**config.mk**
```make
export PLATFORM = sky130hd
export DESIGN_NAME = ctw_cursor
export DESIGN_NICKNAME = d
export VERILOG_FILES = /design/src/ctw_pkg.sv /design/src/ctw_cursor.sv
export SDC_FILE = /design/constraint.sdc
export NUM_CORES = 1
export LEC_CHECK = 0
export ABC_CLOCK_PERIOD_IN_PS = 1700
export BUFFER_PORTS_ARGS = -buffer_cell sky130_fd_sc_hd__clkbuf_2
export CAP_MARGIN = 20
export CORE_ASPECT_RATIO = 1.25
export CORE_MARGIN = 5
export CORE_UTILIZATION = 40
export DETAILED_ROUTE_END_ITERATION = 7
export GPL_TIMING_DRIVEN = 1
export HOLD_SLACK_MARGIN = 0.08
export PLACE_DENSITY_LB_ADDON = 0.2
export SYNTH_ARGS = -nofsm -noshare
export SYNTH_HDL_FRONTEND = slang
export SYNTH_SLANG_ARGS = --single-unit
```
**constraint.sdc**
```tcl
create_clock -name clk_i -period 1.7 [get_ports clk_i]
set_clock_uncertainty 0.2 [all_clocks]
set_input_delay 0 -clock clk_i [delete_from_list [all_inputs] [get_ports clk_i]]
set_output_delay 0 -clock clk_i [all_outputs]
set_load 0.01 [all_outputs]
```
**src/ctw_pkg.sv**
```systemverilog
`timescale 1ns / 1ps

package ctw_pkg;

  // Screen geometry.
  localparam int COLUMNS = 80;
  localparam int ROWS    = 25;
  localparam int CELLS   = ROWS * COLUMNS;
  localparam int ADDR_W  = $clog2(CELLS);

  // Field widths.
  localparam int ACT_W   = 2;
  localparam int CHAR_W  = 8;
  localparam int COLOR_W = 8;
  localparam int ROW_W   = 5;
  localparam int COL_W   = 7;
  localparam int CELL_W  = CHAR_W + COLOR_W;

  localparam logic [CHAR_W-1:0]  NEWLINE_CODE      = 8'd10;
  localparam logic [CHAR_W-1:0]  SPACE_CODE        = 8'd32;
  localparam logic [COLOR_W-1:0] DEFAULT_COLOR_RST = 8'd15;

  typedef enum logic [ACT_W-1:0] {
    ACT_PUT   = 2'd0,
    ACT_CLEAR = 2'd1,
    ACT_READ  = 2'd2
  } action_e;

  // One input item.
  typedef struct packed {
    logic [ACT_W-1:0]   action;
    logic [CHAR_W-1:0]  char_code;
    logic [COLOR_W-1:0] color;
    logic [ROW_W-1:0]   read_row;
    logic [COL_W-1:0]   read_col;
  } item_t;

  // Commands from the sequencer to the cursor.
  typedef struct packed {
    logic adv;   // advance by one cell, or to the next row with nl
    logic nl;
    logic home;  // back to cell 0
  } cur_cmd_t;

  // Cursor status seen by the sequencer.
  typedef struct packed {
    logic [ROW_W-1:0] row;
    logic [COL_W-1:0] col;
    logic             last_row;
    logic             last_col;
  } cur_stat_t;

  // Linear cell address of a row and column.
  function automatic logic [ADDR_W-1:0] cell_addr(input logic [ROW_W-1:0] row,
                                                  input logic [COL_W-1:0] col);
    logic [ADDR_W-1:0] a;
    a = ADDR_W'(row) * ADDR_W'(COLUMNS) + ADDR_W'(col);
    return a;
  endfunction

endpackage

```
**src/ctw_cursor.sv**
```systemverilog
`timescale 1ns / 1ps

module ctw_cursor (
  input  logic               clk_i,
  input  logic               rst_ni,
  input  ctw_pkg::cur_cmd_t  cmd_i,
  output ctw_pkg::cur_stat_t stat_o
);

  logic [ctw_pkg::ROW_W-1:0] row_q, row_d;
  logic [ctw_pkg::COL_W-1:0] col_q, col_d;
  logic                      last_row, last_col;

  assign last_row = (row_q == ctw_pkg::ROW_W'(ctw_pkg::ROWS - 1));
  assign last_col = (col_q == ctw_pkg::COL_W'(ctw_pkg::COLUMNS - 1));

  // Next position. Running off the bottom row stays on the bottom row,
  // since the store scrolls up underneath.
  always_comb begin
    row_d = row_q;
    col_d = col_q;
    if (cmd_i.home) begin
      row_d = '0;
      col_d = '0;
    end else if (cmd_i.adv) begin
      if (cmd_i.nl || last_col) begin
        col_d = '0;
        if (!last_row) begin
          row_d = row_q + 1'b1;
        end
      end else begin
        col_d = col_q + 1'b1;
      end
    end
  end

  always_ff @(posedge clk_i or negedge rst_ni) begin
    if (!rst_ni) begin
      row_q <= '0;
      col_q <= '0;
    end else begin
      row_q <= row_d;
      col_q <= col_d;
    end
  end

  assign stat_o.row      = row_q;
  assign stat_o.col      = col_q;
  assign stat_o.last_row = last_row;
  assign stat_o.last_col = last_col;

  // The cursor never leaves the screen.
  a_cursor_on_screen: assert property (@(posedge clk_i) disable iff (!rst_ni)
    (row_q < ctw_pkg::ROW_W'(ctw_pkg::ROWS)) && (col_q < ctw_pkg::COL_W'(ctw_pkg::COLUMNS)))
    else $error("cursor off screen");

endmodule

```
* Word level (Yosys, flattened, before mapping)
Index checks and enable logic that the tools add are counted.
** Cells by class
- Reduce and logical (&&, ||, !) cells :: 4
- Eq/ne operators :: 3
- Multiplexer cells :: 7
- Add/subtract/negate cells :: 2
** Operator list (number)
- $mux 7 :: 3
- $mux 5 :: 4
- $add 7x1->7 const B :: 1
- $eq 7x7->1 const B :: 1
- $add 5x1->5 const B :: 1
- $eq 5x5->1 const B :: 1
- $reduce_bool 2->1 :: 2
- $reduce_and 3->1 :: 1
- $ne 2x2->1 const B :: 1
- $logic_or 1x1->1 :: 1
** Word-level totals
- Logic and storage cells :: 18
- Register bits after elaboration :: 12
- Output and inout bits :: 14
- Bits of input ports :: 5

* Logic depth before layout (Yosys ltp)
- Depth in word-level cells :: 5
- Mapped depth :: 6
- Mapped depth without buffers :: 6

* Worst setup path after synthesis
OpenSTA, ideal clock, no wires.
- Path type :: register -> register
- From :: register col_q[0] (netlist bit)
- To :: register row_q[2] (netlist bit)
- Arrival :: 1512 ps
- Library setup time :: 125 ps
- Period minus slack after synthesis :: 1837 ps
- Required time :: 1375 ps
- Path slack :: -137 ps
- Cell stages (with the launch flop) :: 6
- Buffers on the path :: 0
- Cell sequence :: dfrtp_1 > ha_1 > and3_4 > a31o_4 > o21a_4 > mux2_4
** On the way
- Word-level cells in the longest chain between the ends :: 4
** Ends and longest elaborated chain
- start, declared :: RTL line ctw_cursor.sv:11 : logic [ctw_pkg::COL_W-1:0] col_q, col_d;
- start signal, assigned :: RTL line ctw_cursor.sv:43 : col_q <= col_d;
- $eq 7x7->1 :: RTL line ctw_cursor.sv:15 : assign last_col = (col_q == ctw_pkg::COL_W'(ctw_pkg::COLUMNS - 1));
- $logic_or 1x1->1 :: RTL line ctw_cursor.sv:26 : if (cmd_i.nl || last_col) begin
- $reduce_bool 2->1 (no line)
- $reduce_and 3->1 (no line)
- end signal, assigned :: RTL line ctw_cursor.sv:42 : row_q <= row_d;
- end, declared :: RTL line ctw_cursor.sv:10 : logic [ctw_pkg::ROW_W-1:0] row_q, row_d;
No other way between the ends.
A chain may end at the register's enable or synchronous reset.

* Worst setup path after layout
- From :: register col_q[1] (netlist bit)
- To :: register row_q[4] (netlist bit)
The elaborated chain is that of the path after synthesis.

==> summary.md <==
| Metric | Value |
|---|---|
| Status | finished with violations |
| Failing checks | negative setup slack |
| # DRC | 0 |
| Largest net degree at the start of global routing | 13 |
| Antenna violations before repair | 0 |
| CP Max Fanout | 4 |
| Final number of max-transition violations | 0 |
| Avg Synthesized Cell Area | 10.38 um2 |
| Total GRT Usage | 14.88% |
| Hpwl dp | 1.287 mm |
| Max Cap Viol | 0 |
| Wl on met1 | 797 um |
| Pre-CTS WS | -0.002948 ns |
| Top layer reached by signal wires | met4 |
| Fill cells | 153 |
| Rel. slew slack | 61.75% |
| Layout cell share with drive strength beyond 1 | 45.54% |
| Critical-path cell list | ha_2, and3_4, a31o_4, o21a_4, mux2_4 |
| Routed vias/inst | 5.160 |
| Number of synthesized register bits | 12 |
| Metal2 WL | 943 um |
| Clk sink count | 12 |
| Setup TNS | -0.05274 ns |
| EDFF count, synth | 0 |
| Peak VDD IR | 0.4120 mV |
| Final net count | 121 |
| Hold violation total from the final report | 0 |
| Vias in the first global route | 735 |
| Cell Count Post-Placement | 116 |
| TritonCTS clock tree | yes |
| Compound-Gate Fraction of Synth Area | 15.11% |
| Synth Instances | 71 |
| Initial DRC count | 5 |
| Multiplexer area fraction after synthesis | 6.112% |
| # rows | 17 |
| XOR/XNOR Fraction of Synth Area | 7.131% |
| Kind of critical path | flop to flop |
| Chip width | 48.39 um |
| Clk slew on worst S/H paths | 0.08 ns |
| Actual slew at the worst max-slew pin | 0.5719 ns |
| H-tree Lvls | 1 |
| Gpl congestion | 0.7461 |
| Port Buffer Count | 18 |
| Final wirelength | 1.860 mm |
| Endpoints failing setup | 3 |
| Top cell family by delay on the critical path | flip-flops |
| DIE AREA | 0.002806 mm2 |
| Max clock buf depth | 2 |
| Setup WS post-layout | -0.02140 ns |
| Post-Synthesis Cell Area | 737.0 um2 |
| Fin crit share | 101.3% |
| Grt total ovfl | 0 |
| Most common cell after layout, fill and taps aside | clkbuf_2 |
| Asr flop ratio synth | 100.0% |
| Slowest CP cell | dfrtp_1 |
| Crit. End Element | flop |
| Initial core utilization | 41.74% |
| Die height | 57.99 um |
| Combinational family with the most area after synthesis | simple AND/OR/NAND/NOR gates |
| Post-Layout Cell Count | 131 |
| Seq/Total Area, Yosys | 40.75% |
| Area grow syn2layout | 45.67% |
| Clock latency on the worst-skew pair | 0.29 ns |
| Crit start category | flop |
| Cts bufs inserted | 3 |
| Number of diodes | 0 |
| CP Buf/Inv Count | 0 |
| Via count | 676 |
| Initial DRT Pass Iterations | 3 |
| Max incr delay on CP | 0.39 ns |
| Top FF cell, synth | dfrtp_1 |
| Yosys warning total | 0 |
| Unrepaired setup endpoints after global routing | yes |
| FMAX | 580.9 MHz |
| Final core occ | 60.81% |
| WL met3 | 85 um |
| Fin crit period | 1.721 ns |
| Drt wl/cell | 14.20 um |
| Total power | 646.8 uW |
| Core outline area | 0.001765 mm2 |
| Root Buffer Master | clkbuf_4 |
| Leak | 0.5281 nW |
| Ports | 19 |
| Synth Area in Adders | 5.093% |
| Synth Area in Simple Gates | 20.88% |
| CP Data Arrival Time | 1.69 ns |
| Syn_nets | 79 |
| Critical Path RT | 1.67 ns |
| First-pass GRT wire length | 3.277 mm |
| Count of cell types in the netlist | 26 |
| Routed Antenna Nets | 0 |
| Min-delay worst type | primary input to flop |
| Most frequent cells in the layout | clkbuf_2 (17), buf_4 (16), dfrtp_1 (12) |
| Total power per unit cell area | 602.5 mW/mm2 |
## where the power goes
part	internal, mW	switching (mW)	leakage [nW]
Clock	0.131	0.106	0.0210
Sequential	0.292	0.00440	0.166
Combinational	0.0586	0.0554	0.341
Total	0.481	0.166	0.528
## registers in the layout, summed over array words and instances (netlist names)
signal	flops
col_q	7
row_q	5
## through the flow
step	cell area (um2)	hold WS, ns
after global placement	918.4	-0.2990
after global routing	1074	0.1438
after detailed placement	918.4	-0.2902
after CTS	1032	0.09854
after floorplan	739.5	-0.4956
final	1074	0.07356
## worst paths after layout
| kind | start | cells past startpoint | slack [ns] | to |
|---|---|---|---|---|
| hold / removal | cmd_i[0] | 4 | 0.07 | col_q[3] |
| max in group asynchronous | rst_ni | 3 | 0.34 | row_q[1] |
| setup reg to reg | col_q[1] | 5 | -0.02 | row_q[4] |
| hold reg to reg | col_q[6] | 2 | 0.37 | col_q[6] |
| min in group asynchronous | rst_ni | 3 | 0.58 | col_q[3] |
| setup / recovery | col_q[1] | 5 | -0.02 | row_q[4] |
## cell families (layout without fill, tap and decap cells)
logic type	count (synthesis)	after routing
AND/OR/NAND/NOR	25	25
AO/OA/AOI/OAI	15	15
adder cells (fa/ha/maj)	3	3
buffers and inverters	7	48
flip-flops	12	12
multiplexers	3	3
XOR/XNOR	6	6
## tightest hold or removal path, delay by kind of cell
kind / cells / cell delay (ns)
AOI/OAI and AO/OA: 1 / 0.18
xor gates and xnor gates: 1 / 0.17
buffers and inverters: 1 / 0.12
and+or+nand+nor: 1 / 0.05
## metal layers
metal	vias to the layer above	GRT usage [%]
met2	14	25.37
met4	0	8.300
met3	4	3.856
li1	328	-
met1	330	16.67
met5	-	0
## cell usage after synthesis (all sizes together) (2+ instances only)
library cell,number,area share [%]
nand3,3,2.0
or3,2,1.7
xnor2,2,2.4
inv,3,1.5
o2111ai,2,2.4
dfrtp,12,41
nand4b,2,2.4
nor2,8,4.1
nand2b,2,1.7
o21ai,4,2.7
buf,4,3.4
ha,3,5.1
mux2,3,6.1
nand2,3,1.5
xor2,4,4.8
a21oi,6,4.6
## final cells by class
| type | instances | area, um2 | area share, % |
|---|---|---|---|
| Multi-Input combinational cell | 52 | 421.7 | 39.28 |
| Sequential cell | 12 | 300.3 | 27.97 |
| Timing Repair Buffer | 41 | 280.3 | 26.11 |
| Clock buffer | 4 | 36.28 | 3.380 |
| Tap cell | 19 | 23.77 | 2.214 |
| Inverter | 3 | 11.26 | 1.049 |
## repair_timing
item / CTS / global route
pin swaps: 0 / 1
setup buffers: 1 / 3
hold endpoints to repair: 24 / 0
resized for setup: 0 / 5
endpoints found under the setup margin: 3 / 5
hold buffers: 7 / 0
Note: power is estimated with default switching activity, not from simulation.
