**src/ctw_pkg.sv**
```systemverilog
`timescale 1ns / 1ps

package ctw_pkg;

  // Screen geometry.
  localparam int COLUMNS = 80;
  localparam int ROWS    = 25;
  localparam int CELLS   = ROWS * COLUMNS;
  localparam int ADDR_W  = $clog2(CELLS);

  // Field widths.
  localparam int ACT_W   = 2;
  localparam int CHAR_W  = 8;
  localparam int COLOR_W = 8;
  localparam int ROW_W   = 5;
  localparam int COL_W   = 7;
  localparam int CELL_W  = CHAR_W + COLOR_W;

  localparam logic [CHAR_W-1:0]  NEWLINE_CODE      = 8'd10;
  localparam logic [CHAR_W-1:0]  SPACE_CODE        = 8'd32;
  localparam logic [COLOR_W-1:0] DEFAULT_COLOR_RST = 8'd15;

  typedef enum logic [ACT_W-1:0] {
    ACT_PUT   = 2'd0,
    ACT_CLEAR = 2'd1,
    ACT_READ  = 2'd2
  } action_e;

  // One input item.
  typedef struct packed {
    logic [ACT_W-1:0]   action;
    logic [CHAR_W-1:0]  char_code;
    logic [COLOR_W-1:0] color;
    logic [ROW_W-1:0]   read_row;
    logic [COL_W-1:0]   read_col;
  } item_t;

  // Commands from the sequencer to the cursor.
  typedef struct packed {
    logic adv;   // advance by one cell, or to the next row with nl
    logic nl;
    logic home;  // back to cell 0
  } cur_cmd_t;

  // Cursor status seen by the sequencer.
  typedef struct packed {
    logic [ROW_W-1:0] row;
    logic [COL_W-1:0] col;
    logic             last_row;
    logic             last_col;
  } cur_stat_t;

  // Linear cell address of a row and column.
  function automatic logic [ADDR_W-1:0] cell_addr(input logic [ROW_W-1:0] row,
                                                  input logic [COL_W-1:0] col);
    logic [ADDR_W-1:0] a;
    a = ADDR_W'(row) * ADDR_W'(COLUMNS) + ADDR_W'(col);
    return a;
  endfunction

endpackage

```
**src/ctw_ctrl.sv**
```systemverilog
`timescale 1ns / 1ps

module ctw_ctrl (
  input  logic                        clk_i,
  input  logic                        rst_ni,
  input  logic                        in_valid_i,
  input  ctw_pkg::item_t              in_item_i,
  output logic                        in_ready_o,
  input  logic [ctw_pkg::COLOR_W-1:0] default_color_i,
  input  ctw_pkg::cur_stat_t          cur_stat_i,
  output ctw_pkg::cur_cmd_t           cur_cmd_o,
  output logic                        ram_we_o,
  output logic [ctw_pkg::ADDR_W-1:0]  ram_waddr_o,
  output logic [ctw_pkg::CELL_W-1:0]  ram_wdata_o,
  output logic                        ram_re_o,
  output logic [ctw_pkg::ADDR_W-1:0]  ram_raddr_o,
  input  logic [ctw_pkg::CELL_W-1:0]  ram_rdata_i,
  input  logic                        out_free_i,
  output logic                        res_load_o,
  output logic [ctw_pkg::CELL_W-1:0]  res_cell_o
);

  localparam logic [2:0] S_INIT   = 3'd0;
  localparam logic [2:0] S_IDLE   = 3'd1;
  localparam logic [2:0] S_READ   = 3'd2;
  localparam logic [2:0] S_SCROLL = 3'd3;
  localparam logic [2:0] S_CLEAR  = 3'd4;
  localparam logic [2:0] S_DONE   = 3'd5;

  localparam logic [ctw_pkg::ADDR_W-1:0] LAST_CELL = ctw_pkg::ADDR_W'(ctw_pkg::CELLS - 1);
  localparam logic [ctw_pkg::ADDR_W-1:0] MOVE_END  =
    ctw_pkg::ADDR_W'(ctw_pkg::CELLS - ctw_pkg::COLUMNS);

  logic [2:0]                  state_q, state_d;
  logic [ctw_pkg::ADDR_W-1:0]  cnt_q, cnt_d;
  logic [ctw_pkg::CELL_W-1:0]  cell_q, cell_d;

  // Registered write stage: data comes either from the register or from
  // the RAM read issued in the previous cycle (scroll moves).
  logic                        wr_en_q, wr_en_d;
  logic                        wr_ram_q, wr_ram_d;
  logic [ctw_pkg::ADDR_W-1:0]  wr_addr_q, wr_addr_d;
  logic [ctw_pkg::CELL_W-1:0]  wr_data_q, wr_data_d;

  logic                        accept;
  logic                        is_nl;
  logic                        read_hit;
  logic [ctw_pkg::COLOR_W-1:0] attr;

  // A pending write holds off a new item so a read never meets it.
  assign in_ready_o = (state_q == S_IDLE) && !wr_en_q;
  assign accept     = in_valid_i && in_ready_o;

  assign is_nl    = (in_item_i.char_code == ctw_pkg::NEWLINE_CODE);
  assign read_hit = (in_item_i.read_row < ctw_pkg::ROW_W'(ctw_pkg::ROWS)) &&
                    (in_item_i.read_col < ctw_pkg::COL_W'(ctw_pkg::COLUMNS));
  assign attr     = (in_item_i.color == '0) ? default_color_i : in_item_i.color;

  // Sequencer.
  always_comb begin
    state_d     = state_q;
    cnt_d       = cnt_q;
    cell_d      = cell_q;
    wr_en_d     = 1'b0;
    wr_ram_d    = 1'b0;
    wr_addr_d   = wr_addr_q;
    wr_data_d   = wr_data_q;
    cur_cmd_o   = '0;
    ram_re_o    = 1'b0;
    ram_raddr_o = cnt_q + ctw_pkg::ADDR_W'(ctw_pkg::COLUMNS);
    res_load_o  = 1'b0;
    unique case (state_q)
      S_INIT: begin
        wr_en_d   = 1'b1;
        wr_addr_d = cnt_q;
        wr_data_d = '0;
        if (cnt_q == LAST_CELL) begin
          state_d = S_IDLE;
        end else begin
          cnt_d = cnt_q + 1'b1;
        end
      end
      S_IDLE: begin
        if (accept) begin
          cell_d  = '0;
          state_d = S_DONE;
          unique case (in_item_i.action)
            ctw_pkg::ACT_PUT: begin
              cur_cmd_o.adv = 1'b1;
              cur_cmd_o.nl  = is_nl;
              if (!is_nl) begin
                wr_en_d   = 1'b1;
                wr_addr_d = ctw_pkg::cell_addr(cur_stat_i.row, cur_stat_i.col);
                wr_data_d = {attr, in_item_i.char_code};
              end
              if (cur_stat_i.last_row && (is_nl || cur_stat_i.last_col)) begin
                state_d = S_SCROLL;
                cnt_d   = '0;
              end
            end
            ctw_pkg::ACT_CLEAR: begin
              cur_cmd_o.home = 1'b1;
              state_d        = S_CLEAR;
              cnt_d          = '0;
            end
            ctw_pkg::ACT_READ: begin
              if (read_hit) begin
                ram_re_o    = 1'b1;
                ram_raddr_o = ctw_pkg::cell_addr(in_item_i.read_row, in_item_i.read_col);
                state_d     = S_READ;
              end
            end
            default: begin
            end
          endcase
        end
      end
      S_READ: begin
        cell_d  = ram_rdata_i;
        state_d = S_DONE;
      end
      S_SCROLL: begin
        // Read the cell one row down, write it here next cycle; the
        // bottom row is filled with zeros.
        ram_re_o  = (cnt_q < MOVE_END);
        wr_en_d   = 1'b1;
        wr_ram_d  = (cnt_q < MOVE_END);
        wr_addr_d = cnt_q;
        wr_data_d = '0;
        if (cnt_q == LAST_CELL) begin
          state_d = S_DONE;
        end else begin
          cnt_d = cnt_q + 1'b1;
        end
      end
      S_CLEAR: begin
        wr_en_d   = 1'b1;
        wr_addr_d = cnt_q;
        wr_data_d = {default_color_i, ctw_pkg::SPACE_CODE};
        if (cnt_q == LAST_CELL) begin
          state_d = S_DONE;
        end else begin
          cnt_d = cnt_q + 1'b1;
        end
      end
      S_DONE: begin
        if (out_free_i) begin
          res_load_o = 1'b1;
          state_d    = S_IDLE;
        end
      end
      default: begin
        state_d = S_IDLE;
      end
    endcase
  end

  always_ff @(posedge clk_i or negedge rst_ni) begin
    if (!rst_ni) begin
      state_q <= S_INIT;
      cnt_q   <= '0;
      wr_en_q <= 1'b0;
    end else begin
      state_q <= state_d;
      cnt_q   <= cnt_d;
      wr_en_q <= wr_en_d;
    end
  end

  always_ff @(posedge clk_i) begin
    cell_q    <= cell_d;
    wr_ram_q  <= wr_ram_d;
    wr_addr_q <= wr_addr_d;
    wr_data_q <= wr_data_d;
  end

  assign ram_we_o    = wr_en_q;
  assign ram_waddr_o = wr_addr_q;
  assign ram_wdata_o = wr_ram_q ? ram_rdata_i : wr_data_q;
  assign res_cell_o  = cell_q;

  // The RAM never reads the cell it is writing in the same cycle.
  a_no_rw_collision: assert property (@(posedge clk_i) disable iff (!rst_ni)
    (ram_re_o && wr_en_q) |-> (ram_raddr_o != wr_addr_q))
    else $error("read and write of the same cell in one cycle");

  // A move in the scroll sweep always has its read from the cycle before.
  a_move_has_read: assert property (@(posedge clk_i) disable iff (!rst_ni)
    (state_q == S_SCROLL && cnt_q < MOVE_END) |=> (wr_en_q && wr_ram_q))
    else $error("scroll move without its write");

  // An accepted item always leaves the idle state.
  a_accept_leaves_idle: assert property (@(posedge clk_i) disable iff (!rst_ni)
    accept |=> (state_q != S_IDLE))
    else $error("accepted item left no trace");

  // A result is loaded only when the output register can take it.
  a_load_when_free: assert property (@(posedge clk_i) disable iff (!rst_ni)
    res_load_o |-> out_free_i)
    else $error("result loaded over a waiting result");

endmodule

```
**config.mk**
```make
export PLATFORM = sky130hd
export DESIGN_NAME = ctw_ctrl
export DESIGN_NICKNAME = d
export VERILOG_FILES = /design/src/ctw_pkg.sv /design/src/ctw_ctrl.sv
export SDC_FILE = /design/constraint.sdc
export NUM_CORES = 1
export LEC_CHECK = 0
export ABC_AREA = 0
export BUFFER_PORTS_ARGS = -buffer_cell sky130_fd_sc_hd__buf_2
export CAP_MARGIN = 20
export CORE_ASPECT_RATIO = 0.75
export CORE_MARGIN = 5
export CORE_UTILIZATION = 46
export DETAILED_ROUTE_END_ITERATION = 7
export GPL_ROUTABILITY_DRIVEN = 0
export GPL_TIMING_DRIVEN = 0
export PLACE_DENSITY = 0.83
export SLEW_MARGIN = 15
export SYNTH_ARGS = -nofsm -noshare
export SYNTH_HDL_FRONTEND = slang
export SYNTH_SLANG_ARGS = --single-unit
export TNS_END_PERCENT = 30
```
**constraint.sdc**
```tcl
create_clock -name clk_i -period 3.2 [get_ports clk_i]
set_input_delay 0.48 -clock clk_i [delete_from_list [all_inputs] [get_ports clk_i]]
set_output_delay 0.48 -clock clk_i [all_outputs]
set_load 0.01 [all_outputs]
```
After elaboration in Yosys (flattened, before gate mapping)
Index checks and enable logic that the tools add are counted.
Cells by class
  $add $sub $neg: 4
  multipliers: 2
  order comparisons: 3
  equal/unequal tests: 18
  mux-type cells: 43
  reduce and logical (&&, ||, !) cells: 20
Operators by type and width (number)
  two-way mux 11 bit: 10
  two-way mux 16 bit: 5
  one-hot mux 11 bit (2 select lines): 3
  one-hot mux 16 bit (3 select lines): 1
  one-hot mux 16 bit (2 select lines): 1
  two-way mux 3 bit: 8
  adder 11 x 7 -> 11 bit: 2
  one-hot mux 3 bit (5 select lines): 1
  multiplier 5 x 3 -> 7 bit, second input constant: 2
  AND reduction 4 bit: 3
  adder 11 x 1 -> 11 bit, second input constant: 1
  adder 11 x 7 -> 11 bit, second input constant: 1
  == test 11 bit, second input constant: 1
  less-than comparator 11 bit, second input constant: 1
  inequality test 2 bit, second input constant: 5
  two-way mux 1 bit: 9
  one-hot mux 3 bit (3 select lines): 1
  == test 8 x 4 -> 1 bit, second input constant: 1
  logical NOT 8 bit: 1
  two-way mux 8 bit: 1
  less-than comparator 7 bit, second input constant: 1
  == test 3 x 2 -> 1 bit, second input constant: 2
  == test 3 bit, second input constant: 2
  less-than comparator 5 bit, second input constant: 1
  other kinds (19): 26
Storage, ports and cells
  flip-flop bits (word level): 59
  input bits: 72
  output and inout bits: 61
  word-level logic and storage cells: 97

Longest topological paths before layout
  depth after elaboration: 7
  gate-level depth with buffers: 8
  gate-level depth less buffers: 8

Worst setup path after synthesis
Ideal clock, no wire load.
  path kind: reg2reg
  start point: register state_q[1]
  end point: register wr_data_q[0] (netlist name) (enable)
  library setup time: 436 ps
  data arrival time: 3078 ps
  required time: 2764 ps
  setup slack: -314 ps
  stages on the path, launching flop included: 6
  path buffers: 2
  clock period less this slack: 3514 ps
  path through: dfrtp_1 > buf_2 > or3b_4 > or2_1 > buf_2 > o41ai_1
Between the ends
  word-level cells in the longest chain between the ends: 5
  elaborated cells between the ends (all ways): 12
  classes of those cells: 6 x eq/ne; 6 x reduce/logical
Ends and longest elaborated chain
  from (decl): RTL line ctw_ctrl.sv:34  | logic [2:0] state_q, state_d;
  from (signal assigned): RTL line ctw_ctrl.sv:164  | state_q <= state_d;
  == test 3 x 1 -> 1 bit: RTL line ctw_ctrl.sv:51, ctw_ctrl.sv:72
  logical AND 1 bit: RTL line ctw_ctrl.sv:51  | assign in_ready_o = (state_q == S_IDLE) && !wr_en_q;
  logical AND 1 bit: RTL line ctw_ctrl.sv:52  | assign accept = in_valid_i && in_ready_o;
  inequality test 2 bit (no line)
  AND reduction 4 bit (no line) *
  to (signal assigned): RTL line ctw_ctrl.sv:174  | wr_data_q <= wr_data_d;
  to (decl): RTL line ctw_ctrl.sv:43  | logic [ctw_pkg::CELL_W-1:0] wr_data_q, wr_data_d;
Every way passes the cells marked *; elsewhere a longest branch is shown, timed or not.
A chain may end at the register's enable or synchronous reset.

Final worst setup path
  start point: register state_q[1]
  end point: output port ram_raddr_o[9] (netlist name)
Between the ends
  word-level cells in the longest chain between the ends: 5
Ends and longest elaborated chain
  == test 3 x 1 -> 1 bit *: RTL line ctw_ctrl.sv:51, ctw_ctrl.sv:72
  logical AND 1 bit: RTL line ctw_ctrl.sv:51
  logical AND 1 bit: RTL line ctw_ctrl.sv:52
  two-way mux 11 bit: RTL line ctw_ctrl.sv:84  | if (accept) begin
  two-way mux 11 bit *: RTL line ctw_ctrl.sv:72  | unique case (state_q)
  to (decl): RTL line ctw_ctrl.sv:16  | output logic [ctw_pkg::ADDR_W-1:0] ram_raddr_o,
Marks and branches as above.

==> key figures <==
Outcome
  – Status: finished clean

Synth
  – Post-synth top flop: edfxtp_1
  – Post-synth EDFFs: 43
  – Cell with the most instances after synthesis: edfxtp_1
  – Synth top area share: 0.3449
  – Syn nets: 457
  – Seq cells post-synth: 59
  – Top cells by area in the synthesized netlist: edfxtp_1 (34%), dfrtp_1 (10%), ha_1 (7.0%), mux2_2 (4.8%), and2_1 (3.8%)
  – Total of warnings raised by yosys: 0
  – Count of cell types in the netlist: 58
  – Syn Area/Cell: 10.40 um^2
  – Seq/Total Area, Yosys: 0.4505
  – Async set or reset register ratio after synthesis: 0.2542
  – Syn Inst Count: 360
  – Mapped Area: 0.003744 mm^2
  – Most common library cells after synthesis: edfxtp_1 (43), nand2_1 (33), and2_1 (23), nor2_1 (23), ha_1 (21)
  – Largest area contributor in the netlist: edfxtp_1

Critical path
  – Worst endpoint data arrival time: 2.63 ns
  – Startpoint Class: register
  – Critical Path RT: 2.72 ns
  – R2r setup slk: 0.31 ns
  – CP Launch Point: state_q[1]
  – Worst flop-to-flop path startpoint: state_q[0]
  – R2R Path End: ram_waddr_o[1]
  – Max FO, Critical Path: 11
  – Setup crit end kind: primary output
  – Kind of critical path: reg -> out
  – Depth of the most critical reg-to-reg path: 6
  – Setup crit end: ram_raddr_o[9]

Timing
  – Tcrit/Tclk final: 0.9705
  – Fin. Hold Viols: 0
  – Pins Over Slew Limit: 0
  – RSZ-0062 raised after global routing: false
  – Worst Skew: 0.006849 ns
  – Slew @ Worst Pin: 1.012 ns
  – Fin crit period: 3.106 ns
  – Peak Freq: 0.3220 GHz
  – Final WS setup: 0.09432 ns
  – Setup-failing EPs final: 0
  – Slew HR: 0.3252

Cells and area
  – Area Growth Syn to Fin: 28.44%
  – Nets@finish: 601
  – Fin util: 0.6073
  – Layout cells sized above 1: 0.3602
  – Antenna Cells: 0

Power and ir drop
  – Sequential share of power: 0.361
  – Pleak: 0.002149 uW
  – Power Density: 732.5 mW/mm^2
  – Tot Pwr: 3522 uW
  – Switch share: 0.3746
  – P_int: 2203 uW
  – Clk pwr share: 0.202
  – Logic pwr share: 0.437
  – Sw power: 1319 uW
  – Worst VDD drop: 375.7 uV

Job
  – Max Cap Viol: 0

Clocking
  – Root Buffer Master: clkbuf_8
  – CTS tree: built
  – Clk slew on worst S/H paths: 0.07 ns
  – Number of CTS-inserted buffers: 9
  – Worst skew pair latency: 0.34 ns
  – # hold bufs at CTS: 0
  – H-tree Lvls: 3
  – Total clock sinks: 59
  – CTS Buffer Depth: 2
  – Setup Buffers After CTS: 0

Route
  – WL/cell: 16.92 um
  – Final WL: 10.37 mm
  – DRC viols: 0
  – Final ANT Viol Nets: 0
  – DR vias/cell: 5.378
  – 1st-iter DRT viols: 309
  – DRT Pass-1 Iters: 5
  – Routed via count: 3,297

Place
  – DP HPWL: 8.131 mm
  – Count of input and output buffers: 131
  – Post-place setup slack: 0.1987 ns

Floorplanning
  – DIE WIDTH: 114.2 um
  – Initial Util: 0.4728
  – Area of the die: 0.01006 mm^2
  – Die Ht: 88.13 um
  – I/O pin total: 133
  – Core ar.: 0.007918 mm^2
  – Num rows: 28

GRT
  – Initial antenna violation count: 0
  – Pin count of the biggest net entering global routing: 17
  – First-pass GRT wire length: 15.93 mm
  – Vias in the first global route: 3,273
  – Overall Global Routing Usage: 0.2013
  – GRT overflow: 0

Hold path
  – Hold crit path type: in -> async
[critical path, stage by stage, from the launching register on]
cell and delay [ns]:
dfrtp_1 0.49, or3b_4 0.46, or2_1 0.23, buf_4 0.18, nor3_4 0.26, clkdlybuf4s15_2 0.31
nor2_1 0.07, a21oi_1 0.13, buf_2 0.15
[worst min path at each step]
stage | startpoint | endpoint
floorplan | rst_ni | cnt_q[0]
global placement | rst_ni | ram_we_o
detailed placement | rst_ni | ram_we_o
CTS | rst_ni | ram_we_o
global route | rst_ni | ram_we_o
finish | rst_ni | ram_we_o
[cell usage in the layout, fill, tap and decap left out, types with 3 or more instances in the layout]
cell type / n
mux2_2: 16
clkbuf_8: 9
clkbuf_1: 10
nor2b_1: 5
inv_1: 13
buf_6: 3
xnor2_1: 10
mux2_1: 3
o21ai_1: 8
nor2_1: 23
o21ai_0: 15
buf_4: 3
dfrtp_1: 15
nor3_1: 4
fa_1: 4
a21o_1: 5
nand3_1: 6
edfxtp_1: 43
nand4_1: 3
nand2b_1: 4
a31oi_1: 9
buf_2: 134
xor2_1: 9
nand2_1: 33
o2111ai_1: 3
and2_1: 23
a22o_1: 8
ha_1: 21
a21oi_1: 17
[final cells by class]
type                    count  area (um^2)
inverters                  13        48.80
clock inverters             6        81.33
well taps                 105        131.4
multi-input cells         269         1957
clock buffers               9        123.9
plain buffers              18        96.34
fillers                   688         3109
flip-flops and latches     59         1687
repair buffers            134        683.2
[sequential cells by signal (all words and copies together) (netlist names)]
| register | cells |
|---|---|
| ram_we_o | 1 |
| cnt_q | 11 |
| res_cell_o | 16 |
| wr_ram_q | 1 |
| state_q | 3 |
| wr_data_q | 16 |
| ram_waddr_o | 11 |
[repair_timing]
| action | 4_1_cts | 5_1_grt |
|---|---|---|
| cloned | 1 | 0 |
| pin swaps | 0 | 1 |
| endpoints found under the setup margin | 3 | 3 |
| resized for setup | 3 | 3 |
[logic make-up after synthesis]
logic type / after synthesis / synth area share
DFF: 59 / 0.4505
adders and majority gates: 25 / 0.09158
AOI/OAI and AO/OA: 82 / 0.1417
buffers and inverters: 32 / 0.03777
muxes: 21 / 0.06250
xor gates and xnor gates: 19 / 0.04445
and+or+nand+nor: 122 / 0.1715
[routing by layer]
metal  share of wire  vias up  GRT usage
met3           0.078       14    0.04489
met5               0        -          0
met1            0.44     1541     0.2762
li1                -     1604          -
met4           0.017        0    0.05825
met2            0.46      138     0.3231
[power groups by stage]
stage | Combinational, uW | Sequential (uW) | Clock [uW]
after floorplan | 897 | 1310 | 0
after global placement | 1440 | 1280 | 0
after detailed placement | 1520 | 1280 | 0
after CTS | 1540 | 1260 | 720
after global routing | 1670 | 1300 | 754
final | 1540 | 1270 | 711
[per-stage QoR]
| step | hold slack, ns | TNS, ns | cell area, um^2 | cells |
|---|---|---|---|---|
| floorplan | 0.1844 | 0 | 3751 | 360 |
| global placement | 0.4063 | -5.729 | 4538 | 596 |
| detailed placement | 0.4178 | 0 | 4577 | 598 |
| CTS | 0.04741 | 0 | 4807 | 614 |
| global route | 0.06622 | 0 | 4808 | 613 |
| finish | 0.05032 | 0 | 4808 | 613 |
Note: power is estimated with default switching activity, not from simulation.
